===== config.mk =====
export PLATFORM = sky130hd
export DESIGN_NAME = skt_key_cmp
export DESIGN_NICKNAME = d
export VERILOG_FILES = /design/src/skt_pkg.sv /design/src/skt_key_cmp.sv
export SDC_FILE = /design/constraint.sdc
export NUM_CORES = 1
export LEC_CHECK = 0
export ABC_CLOCK_PERIOD_IN_PS = 2300
export BUFFER_PORTS_ARGS = -buffer_cell sky130_fd_sc_hd__buf_2
export CAP_MARGIN = 20
export CORE_MARGIN = 1.5
export CORE_UTILIZATION = 44
export DETAILED_ROUTE_END_ITERATION = 10
export PLACE_DENSITY = 0.84
export SYNTH_ARGS = -nofsm -noshare
export SYNTH_HDL_FRONTEND = slang
export SYNTH_SLANG_ARGS = --single-unit

===== constraint.sdc =====
create_clock -name vclk -period 2.3
set_input_delay 0 -clock vclk [all_inputs]
set_output_delay 0 -clock vclk [all_outputs]
set_load 0.03 [all_outputs]

===== src/skt_pkg.sv =====
// ----------------------------------------------------------------------------
// skt_pkg
// Shared types and codes for the sorted key table with binary search.
// ----------------------------------------------------------------------------
package skt_pkg;

    // field widths of the stream and configuration channels
    localparam int KEY_W      = 64;
    localparam int INDEX_W    = 8;
    localparam int COUNT_W    = 9;
    localparam int LEN_W      = 4;
    localparam int IN_DATA_W  = 72;
    localparam int OUT_DATA_W = 16;

    // item kinds carried in tuser
    localparam logic OP_LOAD   = 1'b0;
    localparam logic OP_SEARCH = 1'b1;

    // configuration register indexes
    localparam logic CFG_ENTRY_COUNT    = 1'b0;
    localparam logic CFG_COMPARE_LENGTH = 1'b1;

    // reset values of the configuration registers
    localparam logic [COUNT_W-1:0] ENTRY_COUNT_RESET    = 9'd0;
    localparam logic [LEN_W-1:0]   COMPARE_LENGTH_RESET = 4'd8;

    // outcome of one key compare
    typedef struct packed {
        logic eq;   // keys equal within the compare length
        logic gt;   // search key greater than table key
    } t_cmp_res;

endpackage


===== src/skt_key_cmp.sv =====
// ----------------------------------------------------------------------------
// skt_key_cmp
// Byte-wise key compare, first character in the top byte, strncmp rules.
// ----------------------------------------------------------------------------
module skt_key_cmp import skt_pkg::*; #(
    parameter int KEY_BYTES = 8
) (
    input  logic [8*KEY_BYTES-1:0] i_a,
    input  logic [8*KEY_BYTES-1:0] i_b,
    input  logic [LEN_W-1:0]       i_len,
    output t_cmp_res               o_res
);

    localparam int KW = 8 * KEY_BYTES;

    // scan from the first character, stop at a difference or a shared nul
    always_comb begin
        logic [7:0] ba;
        logic [7:0] bb;
        logic       stop;
        stop     = 1'b0;
        o_res.eq = 1'b1;
        o_res.gt = 1'b0;
        for (int i = 0; i < KEY_BYTES; i++) begin
            ba = i_a[KW-1-8*i -: 8];
            bb = i_b[KW-1-8*i -: 8];
            if (!stop && (LEN_W'(i) < i_len)) begin
                if (ba != bb) begin
                    stop     = 1'b1;
                    o_res.eq = 1'b0;
                    o_res.gt = (ba > bb);
                end else if (ba == 8'd0) begin
                    stop = 1'b1;
                end
            end
        end
    end

endmodule


==> flow_summary.json, run 1 <==
{
  "run_status": "finished, final reports clean",
  "p_seq_share_pct": 0,
  "seqCellArea_sq_um": 0,
  "hpwl_um": 4890,
  "max_slew_margin_pct": 73.1,
  "globalplace.congestion": 0.866,
  "switchingPower_uw": 231,
  "multiInputGateArea_sq_mm": 0.00188,
  "routed_wl_um": 5990,
  "synthMostInstantiatedCell": "inv_1",
  "peakVddDrop_v": 0.0000763,
  "hold_viol": 0,
  "path_max_fanout": 3,
  "start_kind": "input pin",
  "grt-busiest-layer": "met2",
  "drt-wirelength-per-cell_um": 12.8,
  "slew_viol_final": 0,
  "start_util_pct": 45.2,
  "die_w_um": 69.6,
  "drt_iter0_markers": 69,
  "placed_cell_area_sq_mm": 0.00272,
  "yosysTopAreaCell": "ha_1",
  "swShare_pct": 47.2,
  "period_needed_ns": 2.24,
  "fin_nets": 615,
  "synth_nets": 472,
  "worst-setup-path-type": "input pin to primary output",
  "syn_area_per_cell_sq_um": 7.08,
  "globalRouteTotalUtil_pct": 20.9,
  "finalCritPeriodShare_pct": 97.3,
  "vias_per_cell": 5.31,
  "ys_seq_area_share_pct": 0,
  "worstMarginPinSlew_ns": 0.400,
  "dr_total_vias": 2492,
  "ys_types": 35,
  "die_height_um": 69.6,
  "drc": 0,
  "worstHoldPathType": "input pin to primary output",
  "hold_start": "i_a[15]",
  "pin_count": 134,
  "syn_to_final_growth_pct": 53.5,
  "grt_overflow": 0,
  "synth_commonest_cells": "inv_1, ha_1, a21oi_1",
  "use_met3_pct": 1.89,
  "synth_cells": 276,
  "seq_cell_count": 0,
  "drive_above_1_share_pct": 41.0,
  "gr-usage-met1_pct": 24.1,
  "hold_path_end": "o_res[0]",
  "fill_cells": 359,
  "numPortBuffers": 134,
  "rows": 24,
  "use_met2_pct": 42.8,
  "cts_hold_buf": 0,
  "combPwrFrac_pct": 100.0,
  "synthTopCellsByArea": "ha_1, inv_1, nand4_1",
  "maxCapViolations": 0,
  "end_kind": "primary output",
  "core_region_area_sq_mm": 0.00432,
  "diodes": 0,
  "grt_first_pass_wirelength_um": 9070,
  "holdPathStages": 5,
  "antenna_found_initial": 0,
  "syn_area_sq_mm": 0.00195,
  "finalSetupViolCount": 0,
  "clkPwrFrac_pct": 0,
  "p_int_uw": 258,
  "max_freq_mhz": 447,
  "arrival_ns": 2.24,
  "stdcell_area_sq_mm": 0.00300,
  "grt_pass1_vias": 2358,
  "leakage_uw": 0.00169,
  "synth_top_area_share_pct": 41.0,
  "cp_data_required_time_ns": 2.30,
  "die-area_sq_mm": 0.00485,
  "power.density_mw_per_mm2": 163,
  "grt_max_degree": 8,
  "hold_ws_ns": 0.619,
  "antenna_left": 0,
  "yosys_warnings": 0,
  "first_pass_iters": 4,
  "setup_tns_ns": 0,
  "final_util_pct": 69.4,
  "clock_buffers": 0
}
==> worst max-delay path, cell delays in order <==
cell and delay (ns):
buf_2 0.09, inv_1 0.05, ha_1 0.31, nand4_2 0.12, a211o_1 0.26, and2_4 0.15
or2_1 0.22, or4b_4 0.54, a221oi_2 0.22, o22ai_1 0.11, buf_4 0.18
==> cells in the final DEF, fill, tap and decap left out, types with 4 or more instances in the layout <==
cell	instances
nor4_1	14
buf_2	121
nor2b_1	12
o21a_1	8
inv_2	8
a21o_1	4
ha_1	51
o21ai_0	14
nand4_1	15
a211o_1	4
a21oi_1	17
inv_1	59
ha_4	13
buf_4	8
nand2_1	8
buf_6	12
nor2_1	12
==> cells by family (layout without fill, tap and decap cells) <==
kind of cell	count (synthesis)	after routing	share of synthesized area [%]
compound gates	69	69	23.5
buf+inv	67	208	12.9
simple gates	76	76	22.7
fa+ha+maj	64	64	41.0
==> worst max-delay path by stage <==
| stage | slack [ns] | start | cells after the start | to |
|---|---|---|---|---|
| after detailed placement | 0.02 | i_a[53] | 10 | o_res[0] |
| after CTS | 0.01 | i_a[53] | 10 | o_res[0] |
| after floorplan | 0.16 | i_b[55] | 9 | o_res[0] |
| after global routing | -0.05 | i_b[60] | 11 | o_res[0] |
| after global placement | 0.07 | i_a[62] | 10 | o_res[0] |
| final | 0.06 | i_b[60] | 11 | o_res[0] |
==> metrics by stage <==
step           total power, uW  cells  worst slack (ns)
2_1_floorplan              233    276             0.164
3_3_place_gp               409    466            0.0714
3_5_place_dp               426    466            0.0201
4_1_cts                    428    466            0.0114
5_1_grt                    552    469           -0.0538
6_report                   489    469            0.0612
==> power by group through the flow <==
stage / clock, uW / sequential [uW] / combinational [uW]
final: 0 / 0 / 489
after global routing: 0 / 0 / 552
after CTS: 0 / 0 / 428
after detailed placement: 0 / 0 / 426
after global placement: 0 / 0 / 409
after floorplan: 0 / 0 / 233
==> final cells by class <==
class	instances	share of cell area (%)
Timing Repair Buffer	141	26.7
Multi-Input combinational cell	209	62.8
Tap cell	52	2.17
Inverter	67	8.38
==> layer usage <==
metal	wire [um]	vias to the layer above	share of wire, %
li1	-	1283	-
met5	0	-	0
met1	2320	1104	39
met2	3210	93	54
met4	116	0	1.9
met3	347	12	5.8
==> what timing repair did <==
action / 4_1_cts / 5_1_grt
endpoints found under the setup margin: 0 / 2
setup buffers: 0 / 3
gates resized for setup: 0 / 44
Note: power is estimated with default switching activity, not from simulation.
==> run 2: changes to the inputs <==
- BUFFER_PORTS_ARGS: -buffer_cell sky130_fd_sc_hd__buf_2 -> -buffer_cell sky130_fd_sc_hd__buf_4
==> run 2 against run 1 <==
Effect of this change: worst hold slack got worse by 0.0022 ns; total power rose by 2.5%; cell area increased by 4.4%; maximum frequency up 0.22%; global-route usage up 1.1 points; final cell count shrank 0.43%; sequential share of layout area is the same; first-iteration DRC count shrank 39%; critical path depth unchanged; via count decreased by 0.40%; non-clock buffer count is 2 lower; largest cell class unchanged; largest power group unchanged.
==> flow_summary.json, run 2 (synthesized netlist as in run 1, its figures left out) <==
{
  "start_util_pct": 45.2,
  "clock_buffers": 0,
  "finalCritPeriodShare_pct": 97.1,
  "max_freq_mhz": 448,
  "drive_above_1_share_pct": 36.9,
  "grt_pass1_vias": 2525,
  "final_cell_mix": "buf_4, inv_1, ha_1",
  "die_height_um": 69.6,
  "stdcell_area_sq_mm": 0.00313,
  "placed_cell_area_sq_mm": 0.00306,
  "fill_cells": 371,
  "antenna_left": 0,
  "grt_first_pass_wirelength_um": 9520,
  "antenna_found_initial": 0,
  "dr_total_vias": 2482,
  "period_needed_ns": 2.23,
  "drt-wirelength-per-cell_um": 12.0,
  "hold_viol": 0,
  "first_pass_iters": 4,
  "hold_ws_ns": 0.617,
  "seq_cell_count": 0,
  "power.density_mw_per_mm2": 160,
  "die_w_um": 69.6,
  "start_kind": "input pin",
  "drc": 0,
  "fin_nets": 613,
  "holdPathStages": 5,
  "diodes": 0,
  "pin_count": 134,
  "leakage_uw": 0.00178,
  "hpwl_um": 5170,
  "die-area_sq_mm": 0.00485,
  "seqCellArea_sq_um": 0,
  "worstMarginPinSlew_ns": 0.425,
  "peakVddDrop_v": 0.0000801,
  "dp.cells": 466,
  "cp_data_required_time_ns": 2.30,
  "final_common_cell": "buf_4",
  "numPortBuffers": 134,
  "multiInputGateArea_sq_mm": 0.00177,
  "fin_cells": 467,
  "path_max_fanout": 3,
  "grt_max_degree": 8,
  "core_region_area_sq_mm": 0.00432,
  "grt_overflow": 0,
  "rows": 24,
  "routed_wl_um": 5610,
  "globalplace.congestion": 0.889,
  "arrival_ns": 2.23,
  "worst-setup-path-type": "input pin to primary output",
  "syn_to_final_growth_pct": 60.2,
  "run_status": "finished, final reports clean",
  "worstHoldPathType": "input pin to primary output",
  "end_kind": "primary output",
  "hold_start": "i_a[15]",
  "globalRouteTotalUtil_pct": 22.0,
  "slew_viol_final": 0,
  "maxCapViolations": 0,
  "setup_tns_ns": 0,
  "vias_per_cell": 5.31,
  "max_slew_margin_pct": 71.4,
  "drt_iter0_markers": 42,
  "finalSetupViolCount": 0,
  "hold_path_end": "o_res[0]"
}
## run 2: cell types whose count changed in the layout (fill, tap and decap cells not counted), sizes merged
cell	previous run	this run
buf	141	139
## run 2: power by group
part / switching [uW] / leakage (uW) / internal [uW]
clock network: 0 / 0 / 0
registers: 0 / 0 / 0
logic: 212 / 0.00178 / 289
total: 212 / 0.00178 / 289
## run 2: worst max path at each step
stage	startpoint	endpoint	slack (ns)	depth (start not counted)
2_1_floorplan	i_b[55]	o_res[0]	0.16	9
3_3_place_gp	i_a[62]	o_res[0]	0.06	10
3_5_place_dp	i_a[63]	o_res[0]	0.02	10
4_1_cts	i_a[63]	o_res[0]	0.008	10
5_1_grt	i_a[51]	o_res[0]	-0.009	10
6_report	i_a[56]	o_res[0]	0.07	11
## run 2: timing repair
item                       CTS  global route
hold buffers                 0             0
hold endpoints to repair     0             0
gates resized for setup      0             9
setup endpoints to repair    0             1
setup buffers                0             1
## run 2: per-stage QoR
stage | util (%) | power, uW | setup slack [ns]
floorplan | - | 233 | 0.164
global placement | 70.7 | 472 | 0.0641
detailed placement | 70.7 | 489 | 0.0158
CTS | 70.7 | 492 | 0.00841
global route | 72.4 | 568 | -0.00853
finish | 72.4 | 501 | 0.0661
## run 2: per-layer routing
layer	GRT usage (%)	wire, um	up-vias
li1	-	-	1284
met1	24.1	2120	1114
met3	2.03	355	2
met5	0	0	-
met4	1.07	27	0
met2	46.7	3110	82
## run 2: cell type report
type,count,share of cell area (%)
Inverter,67,8.03
Timing Repair Buffer,139,33.3
Tap cell,52,2.08
Multi-Input combinational cell,209,56.6
## run 2: critical path, cell delays in order
cell and delay (ns):
buf_4 0.08, inv_1 0.04, ha_1 0.28, nand4_1 0.12, a211o_1 0.30, and2_4 0.15
or2_1 0.24, or4b_4 0.52, a221oi_2 0.22, o22ai_1 0.10, buf_4 0.18
